### src/hdl/assert_macros.svh
// assertion macros shared by the rtl files
`ifndef ASSERT_MACROS_SVH
`define ASSERT_MACROS_SVH

// condition implies consequence in the same cycle
`define ASSERT_SAME(label, clk, rst, cond, cons) \
   label: assert property (@(posedge clk) disable iff (rst) (cond) |-> (cons)) \
      else $error("assertion failed");

// condition implies consequence in the next cycle
`define ASSERT_NEXT(label, clk, rst, cond, cons) \
   label: assert property (@(posedge clk) disable iff (rst) (cond) |=> (cons)) \
      else $error("assertion failed");

`endif

### src/hdl/wch_word_buf.sv
// byte collector with running position-weighted hash
`timescale 1ns / 1ps
`include "assert_macros.svh"

module wch_word_buf #(
   parameter int MAX_WORD_BYTES = 32,
   parameter int HASH_W = 11,
   parameter int FILL_W = 6
) (
   input  logic                        clock,
   input  logic                        reset,
   input  logic                        push,
   input  logic                        clear,
   input  logic [7:0]                  char_byte,
   output logic [MAX_WORD_BYTES*8-1:0] word_data,
   output logic [FILL_W-1:0]           word_fill,
   output logic [HASH_W-1:0]           word_hash
);
   localparam int IDX_W = (MAX_WORD_BYTES > 1) ? $clog2(MAX_WORD_BYTES) : 1;

   logic [7:0]        buf_ff [MAX_WORD_BYTES];
   logic [FILL_W-1:0] fill_ff, fill_in;
   logic [HASH_W-1:0] hash_ff, hash_in;
   logic [FILL_W+7:0] prod;
   logic              room;

   assign room = fill_ff < FILL_W'(MAX_WORD_BYTES);
   assign prod = char_byte * fill_ff;

   always_comb begin
      fill_in = fill_ff;
      hash_in = hash_ff;
      if (clear) begin
         fill_in = '0;
         hash_in = '0;
      end else if (push) begin
         if (room) begin
            fill_in = fill_ff + FILL_W'(1);
            hash_in = hash_ff + HASH_W'(prod);
         end else begin
            // overflow mark
            fill_in = FILL_W'(MAX_WORD_BYTES + 1);
         end
      end
   end

   always_ff @(posedge clock) begin
      if (reset) begin
         fill_ff <= '0;
         hash_ff <= '0;
      end else begin
         fill_ff <= fill_in;
         hash_ff <= hash_in;
      end
   end

   always_ff @(posedge clock) begin
      if (push && !clear && room) begin
         buf_ff[fill_ff[IDX_W-1:0]] <= char_byte;
      end
   end

   for (genvar i = 0; i < MAX_WORD_BYTES; i++) begin : g_flat
      assign word_data[i*8 +: 8] = buf_ff[i];
   end

   assign word_fill = fill_ff;
   assign word_hash = hash_ff;

   `ASSERT_SAME(a_fill_range, clock, reset, 1'b1, fill_ff <= FILL_W'(MAX_WORD_BYTES + 1))
   `ASSERT_NEXT(a_clear_empties, clock, reset, clear, fill_ff == '0 && hash_ff == '0)

endmodule

### config.mk
export PLATFORM = sky130hd
export DESIGN_NAME = wch_word_buf
export DESIGN_NICKNAME = d
export VERILOG_FILES = /design/src/hdl/wch_word_buf.sv
export VERILOG_INCLUDE_DIRS = /design/src /design/src/hdl
export SDC_FILE = /design/constraint.sdc
export NUM_CORES = 1
export LEC_CHECK = 0
export BUFFER_PORTS_ARGS = -buffer_cell sky130_fd_sc_hd__buf_2
export CAP_MARGIN = 20
export CORE_MARGIN = 10
export CORE_UTILIZATION = 40
export DETAILED_ROUTE_END_ITERATION = 10
export MAX_ROUTING_LAYER = met4
export PLACE_DENSITY_LB_ADDON = 0.15
export SLEW_MARGIN = 20
export SYNTH_ARGS = -nofsm -noshare
export SYNTH_HDL_FRONTEND = slang
export SYNTH_SLANG_ARGS = --single-unit
### constraint.sdc
create_clock -name clock -period 4.91 [get_ports clock]
set_input_delay 1.473 -clock clock [delete_from_list [all_inputs] [get_ports clock]]
set_output_delay 1.473 -clock clock [all_outputs]
set_load 0.03 [all_outputs]
==> flow_results.xml, run 1 <==
<?xml version="1.0" encoding="UTF-8"?>
<metrics>
  <group name="clock_tree">
    <metric name="tritoncts" unit="">done</metric>
    <metric name="clock_tree.buffer_depth" unit="">3</metric>
    <metric name="postCtsSetupBuffers" unit="">0</metric>
    <metric name="ctsHtreeMaxLevel" unit="">1</metric>
    <metric name="cts-root-buf" unit="">clkbuf_16</metric>
    <metric name="post_cts_resize_count" unit="">0</metric>
    <metric name="tritoncts_num_sinks" unit="">273</metric>
    <metric name="cts_inserted_buffers" unit="">27</metric>
    <metric name="cts_hold_buffers" unit="">0</metric>
    <metric name="clock_insertion_delay_worst_skew" unit="ns">0.52</metric>
    <metric name="clk_transition_reported_paths" unit="ns">0.06</metric>
  </group>
  <group name="global_route">
    <metric name="grt_start_max_net_pins" unit="">33</metric>
    <metric name="global_route_overflow" unit="">0</metric>
    <metric name="number_of_antenna_violations_at_the_first_check_in_global_routing" unit="">2</metric>
    <metric name="via_count_of_the_first_global_routing_pass" unit="">6390</metric>
    <metric name="track_usage" unit="%">17.5</metric>
    <metric name="wire_length_of_the_first_global_routing_pass" unit="um">40800</metric>
  </group>
  <group name="route">
    <metric name="detail_route.iter0.violations" unit="">413</metric>
    <metric name="drt-pass1-iter-count" unit="">5</metric>
    <metric name="wire_per_inst" unit="um">22.4</metric>
    <metric name="route.antenna.remaining_nets" unit="">0</metric>
    <metric name="route.vias.total" unit="">6047</metric>
    <metric name="finalWirelength" unit="um">28100</metric>
    <metric name="drc" unit="">0</metric>
    <metric name="routed_vias_inst" unit="">4.81</metric>
  </group>
  <group name="pwr">
    <metric name="final_power" unit="mW">4.58</metric>
    <metric name="ir_drop" unit="V">0.000219</metric>
    <metric name="p_leak" unit="nW">5.07</metric>
    <metric name="power.density" unit="nW/um2">352</metric>
  </group>
  <group name="min_path">
    <metric name="timing.hold.worst_path_depth" unit="">2</metric>
    <metric name="min_delay_worst_endpoint" unit="">word_hash[0]$_SDFFE_PP0P_</metric>
    <metric name="holdCritStartpoint" unit="">word_hash[0]$_SDFFE_PP0P_</metric>
    <metric name="holdCritPathClass" unit="">reg -&gt; reg</metric>
  </group>
  <group name="final_layout">
    <metric name="postLayoutCellArea" unit="um2">13000</metric>
    <metric name="final_cells" unit="">1256</metric>
    <metric name="fin_nets" unit="">968</metric>
    <metric name="drive_gt1_share" unit="%">39.6</metric>
    <metric name="area_growth_from_synthesis_to_layout" unit="%">28.8</metric>
    <metric name="most-common-layout-cells" unit="">284 x buf_2, 256 x edfxtp_1, 45 x nor2_1</metric>
    <metric name="most_common_cell_after_layout_fill_and_taps_aside" unit="">buf_2</metric>
  </group>
  <group name="timing">
    <metric name="fin_crit_sh" unit="%">97.0</metric>
    <metric name="finalSetupViolations" unit="">0</metric>
    <metric name="slew-limit-headroom" unit="%">43.8</metric>
    <metric name="tightestPinTransition" unit="ns">0.840</metric>
    <metric name="drv_slew" unit="">0</metric>
    <metric name="finalClockSkew" unit="ns">0.0150</metric>
    <metric name="achievable-frequency" unit="MHz">210</metric>
    <metric name="finalHoldViolations" unit="">0</metric>
    <metric name="rsz_0062_raised_after_global_routing" unit="">no</metric>
    <metric name="finalWorstPathRequiredPeriod" unit="ns">4.76</metric>
    <metric name="final.setup.worst_slack" unit="ns">0.148</metric>
  </group>
  <group name="logic_synthesis">
    <metric name="async_flop_share" unit="%">0</metric>
    <metric name="ys_dominant_reg_cell" unit="">edfxtp_1</metric>
    <metric name="postSynthAreaPerCell" unit="um2">17.9</metric>
    <metric name="cell_area_after_synthesis" unit="um2">10100</metric>
    <metric name="synthDistinctLibCells" unit="">41</metric>
    <metric name="synth_cells" unit="">565</metric>
    <metric name="share_of_synthesized_area_occupied_by_flip_flops_and_latches" unit="%">79.4</metric>
    <metric name="postSynthRegisterBits" unit="">273</metric>
    <metric name="synth-warning-count" unit="">0</metric>
    <metric name="number_of_enable_type_register_cells_in_the_synthesized_netlist" unit="">256</metric>
    <metric name="syn-num-nets" unit="">630</metric>
  </group>
  <group name="die">
    <metric name="core_area" unit="um2">25000</metric>
    <metric name="num_io_pins" unit="">285</metric>
    <metric name="dieArea" unit="um2">32000</metric>
    <metric name="chipWidth" unit="um">179</metric>
    <metric name="initial_util" unit="%">40.4</metric>
    <metric name="die_height" unit="um">179</metric>
    <metric name="core.rowCount" unit="">58</metric>
  </group>
  <group name="setup_path">
    <metric name="path_depth" unit="">15</metric>
    <metric name="worstPathArrival" unit="ns">5.20</metric>
    <metric name="setup.worst_path.class" unit="">in -&gt; reg</metric>
    <metric name="crit_chain" unit="">buf_2 &gt; and2_1 &gt; fa_1 &gt; inv_1 &gt; fa_1 &gt; inv_1 &gt; fa_1 &gt; inv_1 &gt; fa_1 &gt; inv_1 &gt; ha_1 &gt; or3_1 &gt; a211oi_2 &gt; o21ai_0 &gt; a31oi_1</metric>
    <metric name="r2r-start" unit="">word_fill[1]$_SDFFE_PP0P_</metric>
    <metric name="worst_path_largest_cell_delay" unit="ns">0.53</metric>
    <metric name="cp-start-kind" unit="">primary input</metric>
    <metric name="worstPathMaxFanout" unit="">7</metric>
    <metric name="worstPathBufferInverterCount" unit="">5</metric>
    <metric name="worstReg2RegEnd" unit="">word_hash[10]$_SDFFE_PP0P_</metric>
    <metric name="timing.critical_path.slowest_stage_cell" unit="">fa_1</metric>
    <metric name="rrSetupSlack" unit="ns">0.68</metric>
    <metric name="critical_path_required" unit="ns">5.35</metric>
    <metric name="r2r.worst_path.cells" unit="">12</metric>
    <metric name="timing.critical_path.to_type" unit="">flip-flop</metric>
    <metric name="critical-path-top-delay-family" unit="">adder cells</metric>
  </group>
  <group name="place">
    <metric name="place_area" unit="um2">12200</metric>
    <metric name="placement.setup.worst_slack" unit="ns">-0.372</metric>
    <metric name="io_buffers" unit="">284</metric>
    <metric name="gp_congestion" unit="">0.891</metric>
    <metric name="numPlacedInstances" unit="">1204</metric>
    <metric name="post-dp-hpwl" unit="um">21300</metric>
  </group>
  <group name="flow_run">
    <metric name="cap_viol_max_count" unit="">0</metric>
  </group>
  <group name="outcome">
    <metric name="outcome" unit="">complete, no violations</metric>
  </group>
</metrics>
cells in the mapped netlist, drive strengths merged (2+ instances only):
library cell | number | area (um2)
a211oi | 5 | 42.5
a21o | 5 | 37.5
a21oi | 10 | 50.1
a31oi | 2 | 12.5
and2 | 26 | 163
buf | 4 | 18.8
clkbuf | 8 | 30.0
dfxtp | 17 | 340
edfxtp | 256 | 7690
fa | 30 | 601
ha | 23 | 288
inv | 42 | 158
nand2 | 41 | 154
nand3 | 10 | 50.1
nand3b | 2 | 15.0
nor2 | 45 | 169
nor3 | 2 | 10.0
nor4 | 2 | 12.5
o21ai | 6 | 30.0
o22ai | 4 | 25.0
or3 | 2 | 12.5
xnor2 | 5 | 43.8
xor2 | 4 | 35.0
flip-flops by register name, indices dropped and copies added (netlist names):
signal / flops
buf_ff: 256
word_hash: 11
word_fill: 6
area by class of cell:
class | instances | area (um2)
Clock inverter | 14 | 111
Sequential cell | 273 | 8030
Fill cell | 2111 | 12000
Multi-Input combinational cell | 238 | 1900
Timing Repair Buffer | 321 | 1700
Tap cell | 330 | 413
Inverter | 42 | 158
Antenna cell | 2 | 5.00
Clock buffer | 36 | 709
metrics by stage:
step                hold WS, ns  TNS (ns)  util [%]
finish                    0.478         0      52.0
global route              0.520         0      52.0
floorplan                 0.598         0         -
global placement          0.469    -0.821      48.7
CTS                       0.483         0      51.9
detailed placement        0.473     -1.09      48.7
worst reg2reg max path, stage by stage, from the launching register on:
cell	delay, ns
dfxtp_1	0.70
nand2_1	0.16
fa_1	0.56
fa_1	0.45
fa_1	0.55
inv_1	0.06
fa_1	0.46
ha_1	0.27
nor4_2	0.26
o21ai_1	0.17
a41oi_2	0.25
xnor2_1	0.14
a21oi_1	0.08
report_power, final:
group	internal (mW)	total, mW	switching (mW)
clock network	1.08	1.89	0.815
registers	2.55	2.55	0.00398
logic	0.0366	0.136	0.0992
total	3.66	4.58	0.919
cells by family (layout without fill, tap and decap cells):
family | count (synthesis) | after routing | synth area share (%)
AND/OR/NAND/NOR | 134 | 134 | 6.04
multiplexers | 1 | 1 | 0.111
XOR/XNOR | 10 | 10 | 1.00
other | 0 | 2 | 0
buffers and inverters | 54 | 413 | 2.04
flip-flops | 273 | 273 | 79.4
AO/OA/AOI/OAI | 40 | 40 | 2.66
adder cells (fa/ha/maj) | 53 | 53 | 8.78
worst max-delay path by stage:
stage | from | to | slack, ns
floorplan | char_byte[3] | word_hash[9]$_SDFFE_PP0P_ | 0.02
global placement | char_byte[2] | word_hash[10]$_SDFFE_PP0P_ | -0.29
detailed placement | char_byte[4] | word_hash[9]$_SDFFE_PP0P_ | -0.37
CTS | char_byte[4] | word_hash[9]$_SDFFE_PP0P_ | 0.18
global route | char_byte[4] | word_hash[9]$_SDFFE_PP0P_ | 0.008
finish | char_byte[4] | word_hash[9]$_SDFFE_PP0P_ | 0.15
per-layer routing:
layer / GRT usage [%] / wire length, um / vias to the layer above
li1: - / - / 2728
met1: 20.5 / 11000 / 3035
met2: 29.8 / 14200 / 245
met3: 3.83 / 2280 / 39
met4: 4.99 / 640 / 0
met5: - / 0 / -
Note: power is estimated with default switching activity, not from simulation.
==> run 2, diff against run 1 <==
- RECOVER_POWER: default -> 25
==> run 2 against run 1 <==
- the flow now finishes with violations (capacitance limit, slew limit)
- utilization decreased by 0.18 points
- largest cell class unchanged
- highest routed layer unchanged
- clock-buffer cell count unchanged
- clock power about the same
==> flow_results.xml, run 2 (synthesis results as in run 1) <==
<?xml version="1.0" encoding="UTF-8"?>
<metrics>
  <group name="place">
    <metric name="numPlacedInstances" unit="">1204</metric>
    <metric name="gp_congestion" unit="">0.891</metric>
    <metric name="post-dp-hpwl" unit="um">21300</metric>
    <metric name="io_buffers" unit="">284</metric>
  </group>
  <group name="final_layout">
    <metric name="final_cells" unit="">1255</metric>
    <metric name="drive_gt1_share" unit="%">38.1</metric>
    <metric name="most_common_cell_after_layout_fill_and_taps_aside" unit="">buf_2</metric>
    <metric name="area_growth_from_synthesis_to_layout" unit="%">28.3</metric>
    <metric name="most-common-layout-cells" unit="">280 x buf_2, 256 x edfxtp_1, 45 x nor2_1</metric>
    <metric name="largest_register_ffs" unit="">256</metric>
    <metric name="final_core_utilization" unit="%">51.8</metric>
    <metric name="fin_nets" unit="">968</metric>
    <metric name="num-fill-cells" unit="">2124</metric>
  </group>
  <group name="clock_tree">
    <metric name="cts_inserted_buffers" unit="">27</metric>
    <metric name="ctsHtreeMaxLevel" unit="">1</metric>
    <metric name="cts-root-buf" unit="">clkbuf_16</metric>
    <metric name="cts_hold_buffers" unit="">0</metric>
    <metric name="tritoncts" unit="">done</metric>
    <metric name="tritoncts_num_sinks" unit="">273</metric>
    <metric name="clock_tree.buffer_depth" unit="">3</metric>
    <metric name="clock_insertion_delay_worst_skew" unit="ns">0.52</metric>
    <metric name="clk_transition_reported_paths" unit="ns">0.06</metric>
  </group>
  <group name="outcome">
    <metric name="violations" unit="">capacitance limit, slew limit</metric>
    <metric name="outcome" unit="">complete, but fails checks</metric>
  </group>
  <group name="setup_path">
    <metric name="r2r-start" unit="">word_fill[1]$_SDFFE_PP0P_</metric>
    <metric name="rrSetupSlack" unit="ns">0.67</metric>
    <metric name="worstReg2RegEnd" unit="">word_hash[10]$_SDFFE_PP0P_</metric>
    <metric name="critical_path_required" unit="ns">5.35</metric>
    <metric name="setup.worst_path.class" unit="">in -&gt; reg</metric>
    <metric name="timing.critical_path.to_type" unit="">flip-flop</metric>
    <metric name="worstPathArrival" unit="ns">5.19</metric>
    <metric name="worstPathMaxFanout" unit="">7</metric>
    <metric name="cp-start-kind" unit="">primary input</metric>
    <metric name="r2r.worst_path.cells" unit="">12</metric>
  </group>
  <group name="timing">
    <metric name="finalHoldViolations" unit="">0</metric>
    <metric name="finalWorstPathRequiredPeriod" unit="ns">4.75</metric>
    <metric name="rsz_0062_raised_after_global_routing" unit="">no</metric>
    <metric name="slew-limit-headroom" unit="%">-22.1</metric>
    <metric name="fin_crit_sh" unit="%">96.7</metric>
    <metric name="drv_slew" unit="">33</metric>
    <metric name="finalClockSkew" unit="ns">0.0132</metric>
    <metric name="achievable-frequency" unit="MHz">211</metric>
    <metric name="tightestPinTransition" unit="ns">1.83</metric>
    <metric name="finalSetupViolations" unit="">0</metric>
  </group>
  <group name="route">
    <metric name="finalWirelength" unit="um">28100</metric>
    <metric name="drt-pass1-iter-count" unit="">4</metric>
    <metric name="route.antenna.remaining_nets" unit="">0</metric>
    <metric name="detail_route.iter0.violations" unit="">433</metric>
    <metric name="routed_vias_inst" unit="">4.82</metric>
    <metric name="route.vias.total" unit="">6043</metric>
    <metric name="drc" unit="">0</metric>
    <metric name="wire_per_inst" unit="um">22.4</metric>
  </group>
  <group name="flow_run">
    <metric name="cap_viol_max_count" unit="">1</metric>
  </group>
  <group name="global_route">
    <metric name="wire_length_of_the_first_global_routing_pass" unit="um">40800</metric>
    <metric name="grt_start_max_net_pins" unit="">33</metric>
    <metric name="track_usage" unit="%">17.5</metric>
    <metric name="number_of_antenna_violations_at_the_first_check_in_global_routing" unit="">1</metric>
    <metric name="via_count_of_the_first_global_routing_pass" unit="">6390</metric>
    <metric name="global_route_overflow" unit="">0</metric>
  </group>
  <group name="min_path">
    <metric name="timing.hold.worst_path_depth" unit="">2</metric>
    <metric name="holdCritStartpoint" unit="">word_hash[0]$_SDFFE_PP0P_</metric>
    <metric name="holdCritPathClass" unit="">reg -&gt; reg</metric>
    <metric name="min_delay_worst_endpoint" unit="">word_hash[0]$_SDFFE_PP0P_</metric>
  </group>
  <group name="die">
    <metric name="core.rowCount" unit="">58</metric>
    <metric name="dieArea" unit="um2">32000</metric>
    <metric name="core_area" unit="um2">25000</metric>
    <metric name="num_io_pins" unit="">285</metric>
    <metric name="die_height" unit="um">179</metric>
    <metric name="chipWidth" unit="um">179</metric>
    <metric name="initial_util" unit="%">40.4</metric>
  </group>
  <group name="pwr">
    <metric name="power.density" unit="nW/um2">352</metric>
    <metric name="p_leak" unit="nW">5.03</metric>
    <metric name="final_power" unit="mW">4.57</metric>
    <metric name="ir_drop" unit="V">0.000220</metric>
  </group>
</metrics>
==> run 2: stage by stage <==
| step | setup slack, ns | setup TNS, ns | hold slack, ns | area, um2 |
|---|---|---|---|---|
| final | 0.164 | 0 | 0.478 | 13000 |
| after global routing | 0.00945 | 0 | 0.520 | 13000 |
| after CTS | 0.184 | 0 | 0.483 | 13000 |
| after detailed placement | -0.372 | -1.09 | 0.473 | 12200 |
| after global placement | -0.285 | -0.821 | 0.469 | 12200 |
| after floorplan | 0.0248 | 0 | 0.598 | 10100 |
==> run 2: worst max-delay path, cell delays in order <==
cell and delay, ns:
buf_2 0.16, and2_1 0.20, fa_1 0.52, inv_1 0.06
fa_1 0.53, inv_1 0.05, fa_1 0.53, inv_1 0.05
fa_1 0.49, inv_1 0.04, ha_1 0.22, or3_1 0.36
a211oi_2 0.19, o21ai_0 0.12, a31oi_1 0.19
==> run 2: timing repair <==
item	CTS	global route
setup endpoints to repair	0	1
gates resized for setup	0	2
buffers inserted	0	0
==> run 2: area by class of cell <==
type	instances	area [um2]	share of cell area (%)
antenna	1	2.50	0.0193
inverter	42	158	1.21
sequential	273	8030	61.8
tap	330	413	3.18
timing repair buffer	321	1660	12.8
clock inverter	14	111	0.858
multi-input combinational	238	1900	14.7
clock buffer	36	709	5.47
==> run 2: power breakdown <==
| group | internal, mW | total [mW] | switching (mW) |
|---|---|---|---|
| sequential | 2.55 | 2.55 | 0.00396 |
| combinational | 0.0323 | 0.131 | 0.0988 |
| clock | 1.08 | 1.89 | 0.814 |
==> run 2: worst max-delay path by stage <==
stage / start / to / slack [ns] / cells past startpoint
floorplan: char_byte[3] / word_hash[9]$_SDFFE_PP0P_ / 0.02 / 15
detailed placement: char_byte[4] / word_hash[9]$_SDFFE_PP0P_ / -0.37 / 15
finish: char_byte[4] / word_hash[9]$_SDFFE_PP0P_ / 0.16 / 15
CTS: char_byte[4] / word_hash[9]$_SDFFE_PP0P_ / 0.18 / 15
global route: char_byte[4] / word_hash[9]$_SDFFE_PP0P_ / 0.009 / 15
global placement: char_byte[2] / word_hash[10]$_SDFFE_PP0P_ / -0.29 / 14
==> run 2: routing by layer <==
layer | global-route usage (%) | routed length, um | up-vias
li1 | - | - | 2730
met1 | 20.5 | 10900 | 3043
met2 | 29.8 | 14300 | 235
met3 | 3.83 | 2300 | 35
met4 | 4.99 | 552 | 0
met5 | - | 0 | -
==> run 3, diff against run 2 <==
- ABC_AREA: default -> 1
==> run 3 against run 2 <==
- the flow still finishes with violations (capacitance limit, slew limit)
- sequential power about the same
- die area up 2.2%
- final cell count up 6.3%
- sequential share of layout area down 0.89 points
- area after synthesis up 2.5%
- clock-buffer cell count down 3
- power up 2.3%
- sequential cell count unchanged
- hold slack better by 0.072 ns
- register-to-register slack worse by 0.06 ns
- setup slack better by 0.033 ns
==> flow_results.xml, run 3 <==
<?xml version="1.0" encoding="UTF-8"?>
<metrics>
  <group name="outcome">
    <metric name="outcome" unit="">complete, but fails checks</metric>
    <metric name="violations" unit="">capacitance limit, slew limit</metric>
  </group>
  <group name="logic_synthesis">
    <metric name="synthDistinctLibCells" unit="">34</metric>
    <metric name="synth-warning-count" unit="">0</metric>
    <metric name="async_flop_share" unit="%">0</metric>
    <metric name="synth_area_leaders" unit="">edfxtp_1 74%, fa_1 5.8%, nand2_1 3.5%</metric>
    <metric name="postSynthAreaPerCell" unit="um2">16.0</metric>
    <metric name="netlist.area_leader.share" unit="%">74.1</metric>
    <metric name="synth.largest_area_cell" unit="">edfxtp_1</metric>
    <metric name="postSynthRegisterBits" unit="">273</metric>
    <metric name="share_of_synthesized_area_occupied_by_flip_flops_and_latches" unit="%">77.4</metric>
    <metric name="number_of_enable_type_register_cells_in_the_synthesized_netlist" unit="">256</metric>
    <metric name="synth_cells" unit="">648</metric>
    <metric name="list_of_most_frequent_post_synthesis_cells" unit="">256 x edfxtp_1, 96 x nand2_1, 88 x inv_1, 47 x nor2_1, 30 x fa_1</metric>
    <metric name="most_common_cell_in_the_netlist" unit="">edfxtp_1</metric>
    <metric name="cell_area_after_synthesis" unit="um2">10400</metric>
    <metric name="syn-num-nets" unit="">713</metric>
    <metric name="ys_dominant_reg_cell" unit="">edfxtp_1</metric>
  </group>
  <group name="clock_tree">
    <metric name="postCtsSetupBuffers" unit="">0</metric>
    <metric name="tritoncts_num_sinks" unit="">273</metric>
    <metric name="tritoncts" unit="">done</metric>
    <metric name="clock_tree.buffer_depth" unit="">3</metric>
    <metric name="cts_inserted_buffers" unit="">27</metric>
    <metric name="clock_insertion_delay_worst_skew" unit="ns">0.54</metric>
    <metric name="ctsHtreeMaxLevel" unit="">1</metric>
    <metric name="clk_transition_reported_paths" unit="ns">0.06</metric>
    <metric name="cts-root-buf" unit="">clkbuf_16</metric>
  </group>
  <group name="route">
    <metric name="drc" unit="">0</metric>
    <metric name="routed_vias_inst" unit="">4.78</metric>
    <metric name="finalWirelength" unit="um">29700</metric>
    <metric name="detail_route.iter0.violations" unit="">523</metric>
    <metric name="wire_per_inst" unit="um">22.2</metric>
    <metric name="route.antenna.remaining_nets" unit="">0</metric>
    <metric name="route.vias.total" unit="">6381</metric>
    <metric name="drt-pass1-iter-count" unit="">5</metric>
  </group>
  <group name="setup_path">
    <metric name="worstPathArrival" unit="ns">5.15</metric>
    <metric name="r2r.worst_path.cells" unit="">19</metric>
    <metric name="rrSetupSlack" unit="ns">0.61</metric>
    <metric name="critical_path_required" unit="ns">5.34</metric>
    <metric name="crit_path_start" unit="">char_byte[5]</metric>
    <metric name="cp-start-kind" unit="">primary input</metric>
    <metric name="worstReg2RegEnd" unit="">word_hash[10]$_SDFFE_PP0P_</metric>
    <metric name="worstPathMaxFanout" unit="">8</metric>
    <metric name="setup.worst_path.class" unit="">in -&gt; reg</metric>
    <metric name="r2r-start" unit="">word_fill[5]$_SDFFE_PP0P_</metric>
    <metric name="crit_end" unit="">word_hash[9]$_SDFFE_PP0P_</metric>
    <metric name="timing.critical_path.to_type" unit="">flip-flop</metric>
  </group>
  <group name="timing">
    <metric name="tightestPinTransition" unit="ns">2.03</metric>
    <metric name="drv_slew" unit="">162</metric>
    <metric name="fin_crit_sh" unit="%">96.0</metric>
    <metric name="finalHoldViolations" unit="">0</metric>
    <metric name="finalWorstPathRequiredPeriod" unit="ns">4.71</metric>
    <metric name="finalClockSkew" unit="ns">0.00479</metric>
    <metric name="finalHoldWorstSlack" unit="ns">0.550</metric>
    <metric name="finalSetupViolations" unit="">0</metric>
    <metric name="final.setup.worst_slack" unit="ns">0.197</metric>
    <metric name="slew-limit-headroom" unit="%">-35.3</metric>
    <metric name="achievable-frequency" unit="MHz">212</metric>
    <metric name="rsz_0062_raised_after_global_routing" unit="">no</metric>
  </group>
  <group name="die">
    <metric name="chipWidth" unit="um">181</metric>
    <metric name="dieArea" unit="um2">32800</metric>
    <metric name="initial_util" unit="%">40.9</metric>
    <metric name="die_height" unit="um">181</metric>
    <metric name="num_io_pins" unit="">285</metric>
    <metric name="core.rowCount" unit="">58</metric>
    <metric name="core_area" unit="um2">25300</metric>
  </group>
  <group name="global_route">
    <metric name="number_of_antenna_violations_at_the_first_check_in_global_routing" unit="">2</metric>
    <metric name="wire_length_of_the_first_global_routing_pass" unit="um">43700</metric>
    <metric name="grt_start_max_net_pins" unit="">35</metric>
    <metric name="track_usage" unit="%">18.1</metric>
    <metric name="global_route_overflow" unit="">0</metric>
    <metric name="via_count_of_the_first_global_routing_pass" unit="">6315</metric>
  </group>
  <group name="final_layout">
    <metric name="fin_nets" unit="">1046</metric>
    <metric name="num-fill-cells" unit="">2161</metric>
    <metric name="most-common-layout-cells" unit="">278 x buf_2, 256 x edfxtp_1, 96 x nand2_1</metric>
    <metric name="postLayoutCellArea" unit="um2">13200</metric>
    <metric name="area_growth_from_synthesis_to_layout" unit="%">27.0</metric>
    <metric name="sequential_cell_area" unit="um2">8030</metric>
    <metric name="multi_input_gate_area_in_the_final_layout" unit="um2">1910</metric>
    <metric name="largest_register_ffs" unit="">256</metric>
    <metric name="drive_gt1_share" unit="%">35.1</metric>
    <metric name="most_common_cell_after_layout_fill_and_taps_aside" unit="">buf_2</metric>
    <metric name="final_cells" unit="">1334</metric>
  </group>
  <group name="place">
    <metric name="numPlacedInstances" unit="">1282</metric>
    <metric name="io_buffers" unit="">284</metric>
    <metric name="place_area" unit="um2">12400</metric>
    <metric name="gp_congestion" unit="">0.830</metric>
    <metric name="placement.setup.worst_slack" unit="ns">-0.342</metric>
    <metric name="post-dp-hpwl" unit="um">21900</metric>
  </group>
  <group name="min_path">
    <metric name="holdCritPathClass" unit="">reg -&gt; reg</metric>
  </group>
  <group name="pwr">
    <metric name="comb_power_share" unit="%">3.3</metric>
    <metric name="p_leak" unit="nW">5.50</metric>
    <metric name="p_sw_share" unit="%">20.5</metric>
    <metric name="seq_power_share" unit="%">54.7</metric>
    <metric name="power_report.internal_total" unit="mW">3.72</metric>
    <metric name="ir_drop" unit="V">0.000244</metric>
    <metric name="power.density" unit="nW/um2">355</metric>
    <metric name="clkPwrFrac" unit="%">42.0</metric>
    <metric name="p_switching" unit="mW">0.961</metric>
  </group>
  <group name="flow_run">
    <metric name="cap_viol_max_count" unit="">5</metric>
  </group>
</metrics>
==> run 3: changes by cell type after synthesis, sizes merged, moves of 6 or more <==
cell,change
a21oi,+6
and2,-26
inv,+52
nand2,+63
nand3,+9
nor2,+7
o21ai,+6
==> run 3: cells by family (layout without fill, tap and decap cells) <==
group           Yosys count  after routing  share of synthesized area [%]
buf+inv                 104            458                           4.05
compound gates           33             33                           1.80
flops                   273            273                           77.4
other cells               0              2                              0
fa+ha+maj                53             53                           8.57
simple gates            181            181                           7.82
xor+xnor                  4              4                          0.338
==> run 3: metrics by stage <==
| step | total power, mW | util, % | setup TNS, ns |
|---|---|---|---|
| after floorplan | 2.67 | - | 0 |
| after global placement | 2.77 | 48.9 | -1.04 |
| after detailed placement | 2.77 | 48.9 | -1.06 |
| after CTS | 4.73 | 52.2 | 0 |
| after global routing | 4.84 | 52.0 | 0 |
| final | 4.68 | 52.0 | 0 |
==> run 3: power by group through the flow <==
stage | Sequential [mW] | Combinational (mW) | Clock (mW)
CTS | 2.56 | 0.166 | 2.01
detailed placement | 2.61 | 0.165 | 0
finish | 2.56 | 0.156 | 1.96
floorplan | 2.62 | 0.0503 | 0
global placement | 2.61 | 0.163 | 0
global route | 2.56 | 0.172 | 2.11
==> run 3: layer usage <==
| metal | GRT usage [%] | routed length, um | vias to the layer above |
|---|---|---|---|
| met1 | 22.4 | 12000 | 3158 |
| met3 | 4.52 | 2420 | 38 |
| met5 | - | 0 | - |
| met2 | 29.3 | 14700 | 292 |
| met4 | 4.69 | 572 | 0 |
| li1 | - | - | 2893 |
==> run 3: critical path: stages <==
cell      delay, ns
clkbuf_4       0.17
nand2_1        0.09
inv_1          0.05
fa_1           0.48
inv_1          0.06
fa_1           0.54
inv_1          0.06
fa_1           0.54
inv_1          0.05
fa_1           0.50
inv_1          0.05
ha_1           0.30
buf_4          0.15
inv_1          0.07
o21bai_1       0.07
a31oi_1        0.13
nand2_1        0.08
nand2_1        0.06
nand2_1        0.04
o21ai_1        0.12
inv_1          0.04
==> run 3: worst min path at each step <==
stage,to,start,cells after the start
6_report,word_hash[0]$_SDFFE_PP0P_,word_hash[0]$_SDFFE_PP0P_,2
5_1_grt,word_hash[0]$_SDFFE_PP0P_,word_hash[0]$_SDFFE_PP0P_,2
4_1_cts,word_hash[0]$_SDFFE_PP0P_,word_hash[0]$_SDFFE_PP0P_,2
3_5_place_dp,word_hash[0]$_SDFFE_PP0P_,word_hash[0]$_SDFFE_PP0P_,2
3_3_place_gp,word_hash[0]$_SDFFE_PP0P_,word_hash[0]$_SDFFE_PP0P_,2
2_1_floorplan,word_hash[0]$_SDFFE_PP0P_,word_hash[0]$_SDFFE_PP0P_,2
==> run 3: timing repair <==
| action | 4_1_cts | 5_1_grt |
|---|---|---|
| resized for setup | 0 | 1 |
| hold endpoints to repair | 0 | 0 |
| endpoints found under the setup margin | 0 | 1 |
| hold buffers | 0 | 0 |
==> run 3: cell type report <==
class | count | area share (%)
Antenna cell | 2 | 0.0380
Sequential cell | 273 | 61.0
Multi-Input combinational cell | 271 | 14.5
Clock buffer | 33 | 5.30
Tap cell | 330 | 3.14
Inverter | 94 | 2.68
Timing Repair Buffer | 314 | 12.2
Clock inverter | 17 | 1.17
